$ cat config.mk
export PLATFORM = sky130hd
export DESIGN_NAME = fixed_point_pid_multichannel_unit
export DESIGN_NICKNAME = d
export VERILOG_FILES = /design/src/hw/rtl/fppid_pkg.sv /design/src/hw/rtl/fppid_cfg.sv /design/src/hw/rtl/fppid_calc.sv /design/src/hw/rtl/fixed_point_pid_multichannel_unit.sv
export SDC_FILE = /design/constraint.sdc
export NUM_CORES = 2
export LEC_CHECK = 0
export BUFFER_PORTS_ARGS = -buffer_cell sky130_fd_sc_hd__buf_2
export CAP_MARGIN = 10
export CORE_MARGIN = 2
export CORE_UTILIZATION = 29
export DETAILED_ROUTE_END_ITERATION = 10
export PLACE_DENSITY = 0.44
export SETUP_SLACK_MARGIN = 0.15
export SLEW_MARGIN = 20
export SYNTH_ARGS = -nofsm -noshare
export SYNTH_HDL_FRONTEND = slang
export SYNTH_SLANG_ARGS = --single-unit
$ cat constraint.sdc
create_clock -name clk_i -period 22.3 [get_ports clk_i]
set_input_delay 1.115 -clock clk_i [delete_from_list [all_inputs] [get_ports clk_i]]
set_output_delay 1.115 -clock clk_i [all_outputs]
set_load 0.005 [all_outputs]
$ cat src/hw/rtl/fppid_pkg.sv
package fppid_pkg;

  localparam int DefaultChannels = 2;
  localparam int DataW           = 16;
  localparam int CfgIdxW         = 3;
  localparam int FracBits        = 14;
  localparam int AccW            = 32;
  localparam int CtlW            = AccW - FracBits;

  localparam logic [DataW-1:0] KpReset     = 16'd500;
  localparam logic [DataW-1:0] KiReset     = 16'd200;
  localparam logic [DataW-1:0] KdReset     = 16'd200;
  localparam logic [DataW-1:0] TargetReset = 16'd3000;
  localparam logic [DataW-1:0] LowerReset  = 16'd0;
  localparam logic [DataW-1:0] UpperReset  = 16'h1000;

  typedef enum logic [CfgIdxW-1:0] {
    CfgKpGain      = 3'd0,
    CfgKiGain      = 3'd1,
    CfgKdGain      = 3'd2,
    CfgTargetValue = 3'd3,
    CfgLowerLimit  = 3'd4,
    CfgUpperLimit  = 3'd5
  } cfg_idx_e;

  typedef struct packed {
    logic [DataW-1:0] kp_gain;
    logic [DataW-1:0] ki_gain;
    logic [DataW-1:0] kd_gain;
    logic [DataW-1:0] target_value;
    logic [DataW-1:0] lower_limit;
    logic [DataW-1:0] upper_limit;
  } cfg_t;

endpackage

$ cat src/hw/rtl/fppid_cfg.sv
module fppid_cfg (
  input  logic                           clk_i,
  input  logic                           rst_ni,
  input  logic                           cfg_valid_i,
  input  logic [fppid_pkg::CfgIdxW-1:0]  cfg_index_i,
  input  logic [fppid_pkg::DataW-1:0]    cfg_data_i,
  output fppid_pkg::cfg_t                cfg_o
);
  import fppid_pkg::*;

  cfg_t cfg_q;
  cfg_t cfg_d;

  always_comb begin
    cfg_d = cfg_q;
    if (cfg_valid_i) begin
      unique case (cfg_idx_e'(cfg_index_i))
        CfgKpGain:      cfg_d.kp_gain      = cfg_data_i;
        CfgKiGain:      cfg_d.ki_gain      = cfg_data_i;
        CfgKdGain:      cfg_d.kd_gain      = cfg_data_i;
        CfgTargetValue: cfg_d.target_value = cfg_data_i;
        CfgLowerLimit:  cfg_d.lower_limit  = cfg_data_i;
        CfgUpperLimit:  cfg_d.upper_limit  = cfg_data_i;
        default: ;
      endcase
    end
  end

  always_ff @(posedge clk_i or negedge rst_ni) begin
    if (!rst_ni) begin
      cfg_q.kp_gain      <= KpReset;
      cfg_q.ki_gain      <= KiReset;
      cfg_q.kd_gain      <= KdReset;
      cfg_q.target_value <= TargetReset;
      cfg_q.lower_limit  <= LowerReset;
      cfg_q.upper_limit  <= UpperReset;
    end else begin
      cfg_q <= cfg_d;
    end
  end

  assign cfg_o = cfg_q;

endmodule

$ cat src/hw/rtl/fppid_calc.sv
module fppid_calc (
  input  fppid_pkg::cfg_t               cfg_i,
  input  logic [fppid_pkg::DataW-1:0]   measurement_i,
  input  logic [fppid_pkg::AccW-1:0]    integral_i,
  input  logic [fppid_pkg::DataW-1:0]   drive_now_i,
  input  logic [fppid_pkg::DataW-1:0]   drive_prev_i,
  output logic [fppid_pkg::AccW-1:0]    integral_o,
  output logic [fppid_pkg::DataW-1:0]   drive_o
);
  import fppid_pkg::*;

  logic signed [DataW:0]       err;
  logic signed [DataW:0]       diff;
  logic signed [2*DataW+1:0]   p_full;
  logic signed [2*DataW+1:0]   i_full;
  logic signed [2*DataW+1:0]   d_full;
  logic signed [AccW-1:0]      i_inc;
  logic [AccW-1:0]             sum;
  logic signed [CtlW-1:0]      ctl;
  logic signed [CtlW-1:0]      lo;
  logic signed [CtlW-1:0]      hi;
  logic signed [CtlW-1:0]      clamped;

  assign err  = $signed({1'b0, measurement_i}) - $signed({1'b0, cfg_i.target_value});
  assign diff = $signed({1'b0, drive_now_i}) - $signed({1'b0, drive_prev_i});

  assign p_full = $signed({1'b0, cfg_i.kp_gain}) * err;
  assign i_full = $signed({1'b0, cfg_i.ki_gain}) * err;
  assign d_full = $signed({1'b0, cfg_i.kd_gain}) * diff;

  assign i_inc      = $signed(i_full[AccW-1:0]) >>> FracBits;
  assign integral_o = integral_i + AccW'(i_inc);
  assign sum        = p_full[AccW-1:0] + integral_o + d_full[AccW-1:0];
  assign ctl        = $signed(sum[AccW-1:FracBits]);

  assign lo = $signed({{(CtlW-DataW){1'b0}}, cfg_i.lower_limit});
  assign hi = $signed({{(CtlW-DataW){1'b0}}, cfg_i.upper_limit});

  always_comb begin
    clamped = ctl;
    if (clamped < lo) begin
      clamped = lo;
    end
    if (clamped > hi) begin
      clamped = hi;
    end
  end

  assign drive_o = cfg_i.upper_limit - clamped[DataW-1:0];

endmodule

$ cat src/hw/rtl/fixed_point_pid_multichannel_unit.sv
// An input transfer is captured in the input register, and its result is then registered in the result register.
// One item per cycle while out_ready_i does not stall the output, also on the same channel back to back.
// The input register feeds the controller math, which updates the channel state
// and loads the result register at the same edge.
// Reset loads the default gains and limits and clears all channel state.
module fixed_point_pid_multichannel_unit #(
  parameter int CHANNELS = fppid_pkg::DefaultChannels
) (
  input  logic                           clk_i,
  input  logic                           rst_ni,
  input  logic                           cfg_valid_i,
  output logic                           cfg_ready_o,
  input  logic [fppid_pkg::CfgIdxW-1:0]  cfg_index_i,
  input  logic [fppid_pkg::DataW-1:0]    cfg_data_i,
  input  logic                           in_valid_i,
  output logic                           in_ready_o,
  input  logic                           channel_i,
  input  logic [fppid_pkg::DataW-1:0]    measurement_i,
  output logic                           out_valid_o,
  input  logic                           out_ready_i,
  output logic                           channel_out_o,
  output logic [fppid_pkg::DataW-1:0]    drive_o
);
  import fppid_pkg::*;

  localparam int ChIdxW = (CHANNELS > 1) ? $clog2(CHANNELS) : 1;

  cfg_t cfg;

  logic             in_valid_q;
  logic             in_ch_q;
  logic [DataW-1:0] in_meas_q;

  logic             out_valid_q;
  logic             out_ch_q;
  logic [DataW-1:0] out_drive_q;

  logic [AccW-1:0]  integ_q      [CHANNELS];
  logic [DataW-1:0] drive_now_q  [CHANNELS];
  logic [DataW-1:0] drive_prev_q [CHANNELS];

  logic              advance;
  logic              ch_ok;
  logic [ChIdxW-1:0] ch_idx;
  logic [AccW-1:0]   integ_rd;
  logic [DataW-1:0]  dnow_rd;
  logic [DataW-1:0]  dprev_rd;
  logic [AccW-1:0]   integ_d;
  logic [DataW-1:0]  drive_d;

  fppid_cfg u_cfg (
    .clk_i       (clk_i),
    .rst_ni      (rst_ni),
    .cfg_valid_i (cfg_valid_i),
    .cfg_index_i (cfg_index_i),
    .cfg_data_i  (cfg_data_i),
    .cfg_o       (cfg)
  );

  assign cfg_ready_o = 1'b1;

  assign advance    = in_valid_q && (!out_valid_q || out_ready_i);
  assign in_ready_o = !in_valid_q || advance;

  assign ch_ok    = (int'(in_ch_q) < CHANNELS);
  assign ch_idx   = ChIdxW'(in_ch_q);
  assign integ_rd = ch_ok ? integ_q[ch_idx] : '0;
  assign dnow_rd  = ch_ok ? drive_now_q[ch_idx] : '0;
  assign dprev_rd = ch_ok ? drive_prev_q[ch_idx] : '0;

  fppid_calc u_calc (
    .cfg_i         (cfg),
    .measurement_i (in_meas_q),
    .integral_i    (integ_rd),
    .drive_now_i   (dnow_rd),
    .drive_prev_i  (dprev_rd),
    .integral_o    (integ_d),
    .drive_o       (drive_d)
  );

  always_ff @(posedge clk_i or negedge rst_ni) begin
    if (!rst_ni) begin
      in_valid_q <= 1'b0;
    end else if (in_valid_i && in_ready_o) begin
      in_valid_q <= 1'b1;
    end else if (advance) begin
      in_valid_q <= 1'b0;
    end
  end

  always_ff @(posedge clk_i) begin
    if (in_valid_i && in_ready_o) begin
      in_ch_q   <= channel_i;
      in_meas_q <= measurement_i;
    end
  end

  always_ff @(posedge clk_i or negedge rst_ni) begin
    if (!rst_ni) begin
      out_valid_q <= 1'b0;
    end else if (advance) begin
      out_valid_q <= 1'b1;
    end else if (out_ready_i) begin
      out_valid_q <= 1'b0;
    end
  end

  always_ff @(posedge clk_i) begin
    if (advance) begin
      out_ch_q    <= in_ch_q;
      out_drive_q <= ch_ok ? drive_d : '0;
    end
  end

  always_ff @(posedge clk_i or negedge rst_ni) begin
    if (!rst_ni) begin
      for (int i = 0; i < CHANNELS; i++) begin
        integ_q[i]      <= '0;
        drive_now_q[i]  <= '0;
        drive_prev_q[i] <= '0;
      end
    end else if (advance && ch_ok) begin
      integ_q[ch_idx]      <= integ_d;
      drive_now_q[ch_idx]  <= drive_d;
      drive_prev_q[ch_idx] <= dnow_rd;
    end
  end

  assign out_valid_o   = out_valid_q;
  assign channel_out_o = out_ch_q;
  assign drive_o       = out_drive_q;

endmodule
==> run metrics <==
initial core utilization 29.2%; syn_area_per_cell a little over 9 µm²; EDFF count, synth 34; crit-path max cell delay 0.61 ns; Synth area leader fa_1; CTS tree yes; ranking of synthesized cells by area fa_1 (33%), ha_1 (13%), dfrtp_1 (12%); share of layout cells above drive strength 1 roughly 13%; crit path kind reg2reg; FF+latch count, synth 260; Rel. slew slack 32.1%; First-pass DRT Iterations 5; Total Routed Length between 100000 and 150000 µm; Finished Cell Area 0.0484 mm²; Worst Path Buf+Inv 11; Clock Sinks between 200 and 300; multi-input logic area around 0.033 mm²; worst min-delay path class in2async; Layout Skew 0.0364 ns; Tot GR Track Use 17.1%; RSZ-0062 raised after global routing false; Mapped Area roughly 0.043 mm²; PortBufs 59; crit path time final 21.29 ns; H-tree depth 2; top_reg_cell synth dfrtp_1; Routed Antenna Nets 0; cts hold-fix bufs 0; Iter 0 DRT Violations 1520; peak fanout along the critical path 15; Final nets 5878; Cell Area, Placed 0.0465 mm²; yosys warns 0; Synth Instances 4611; WP data required 22.79 ns; critical path launch point type register; HPWL after DPL between 100000 and 150000 µm; Final setup viols 0; Max-cap violations 0; via/cell ratio 4.62; CTS Buf Count 38; most used cell, CP fa_1; Critical Path AT about 22 ns; grt ovf 0; post-synth top area share 33.3%; outcome completed; crit-path leading delay family adder cells; final setup TNS 0 ns; Row Count 141; final worst path period share 95.5%; die area 0.152 mm²; Final Hold Violating Endpoints 0; post-synthesis cell type count 79; DRC errors left 0; Setup crit end kind register; first-pass GRT wire length 198000 µm; Syn-to-layout area delta 12.4%; vias in the first global route 33278; routed vias 30676; Core ar. 0.148 mm²; final-layout fill cell count 15361; die height 389 µm; initial antenna violation count 12; Synthesized Nets slightly below 6000; Clock transition at path regs 0.07 ns; Root Buffer Master clkbuf_16; register area share after synthesis 15.6%; worst slew pin tran 1.02 ns; Reg area 0.00670 mm²; CP max-delay cell a2111oi_0; width of the die 389 µm; WL per Instance 18.8 µm; worst skew pair latency 0.61 ns; fin. max-slew vios 0; IO Pins 61; GPL Wtd Cong 0.847; highest clock rate around 0.047 GHz; largest net degree at the start of global routing 75; CTS max path bufs 3; FFs w/ async S/R, synth 86.9%
==> metrics by stage <==
stage	util, %	instances	setup slack (ns)	hold slack (ns)
detailed placement	31.5	6565	0.241	0.460
finish	32.8	6642	1.01	0.465
floorplan	-	4611	1.41	0.424
CTS	32.4	6635	0.185	0.454
global route	32.8	6641	0.0828	0.477
global placement	31.5	6565	0.344	0.455
==> cells in the mapped netlist (73+ instances only) <==
master	number
nor2b_1	118
o21ai_0	102
dfrtp_1	206
clkbuf_1	194
nand2_1	675
inv_1	968
a21oi_1	73
fa_1	717
ha_1	439
and2_1	256
nor2_1	92
mux2_2	189
==> registers in the layout, indices dropped and copies added (netlist names) <==
signal / cells
ch_idx: 1
in_valid_q: 1
drive_prev_q: 32
drive_o: 16
channel_out_o: 1
u_cfg.cfg_o: 96
integ_q: 64
out_valid_o: 1
drive_now_q: 32
in_meas_q: 16
==> area by class of cell <==
cell class | instances | area share [%]
Inverter | 968 | 7.50
Sequential cell | 260 | 13.8
Timing Repair Buffer | 237 | 3.48
Antenna cell | 1 | 0.00517
Clock inverter | 22 | 0.718
Tap cell | 1930 | 4.99
Clock buffer | 48 | 2.13
Multi-Input combinational cell | 3176 | 67.3
==> logic make-up after synthesis <==
logic type	Yosys count	synth area share, %
adder cells (fa/ha/maj)	1156	46.1
AND/OR/NAND/NOR	1331	14.8
XOR/XNOR	103	2.20
flip-flops	260	15.6
buffers and inverters	1175	10.2
AO/OA/AOI/OAI	375	5.73
multiplexers	210	5.43
other	1	0.00870
==> worst paths after layout <==
path                                 start         endpoint  slack [ns]  depth (start not counted)
min in group clk_i             integ_q[55]      integ_q[55]        0.47                          2
max in group asynchronous           rst_ni  u_cfg.cfg_o[66]       20.39                          2
setup / recovery           u_cfg.cfg_o[40]  drive_now_q[31]        1.01                         87
hold / removal                      rst_ni  u_cfg.cfg_o[63]        0.46                          1
hold reg to reg                integ_q[55]      integ_q[55]        0.46                          2
setup reg to reg           u_cfg.cfg_o[40]  drive_now_q[31]        1.01                         87
==> routing by layer <==
metal	vias to the layer above	track usage [%]	share of wire, %
li1	14291	-	-
met1	15879	23.0	46
met2	398	28.9	48
met3	104	2.07	3.7
met4	4	4.41	2.7
met5	-	0	0.022
==> worst reg2reg max path: cells and delay by family (launching register included) <==
family | cells | cell delay [ns]
adder cells (fa/ha/maj) | 19 | 8.30
buffers and inverters | 11 | 0.95
flip-flops | 1 | 0.53
XOR/XNOR | 7 | 1.86
AND/OR/NAND/NOR | 11 | 2.20
multiplexers | 2 | 0.68
AO/OA/AOI/OAI | 37 | 6.63
==> repair_timing <==
| action | CTS | global route |
|---|---|---|
| buffers inserted | 0 | 5 |
| gates resized for setup | 3 | 102 |
| setup endpoints to repair | 3 | 39 |
| pin swaps | 0 | 29 |
==> layout by cell type, fill, tap and decap left out, drive strengths merged, types with 12 or more instances in the layout <==
cell,count
a21oi,73
edfxtp,34
buf,237
dfstp,20
mux2,190
nand2b,29
fa,717
xnor2,68
nor3,39
clkbuf,48
nor2,92
dfrtp,206
a311oi,17
a31oi,13
a21boi,12
nor3b,16
nand4,16
or2,15
nand2,675
ha,439
nand3,43
o211ai,22
o21a,28
and2,256
mux2i,20
xor2,33
inv,972
o21ai,116
a21o,41
nor2b,118
Power is left out: the tool's default activity adds up to more than one toggle a clock period on the data nets, which glitch-free logic cannot reach.
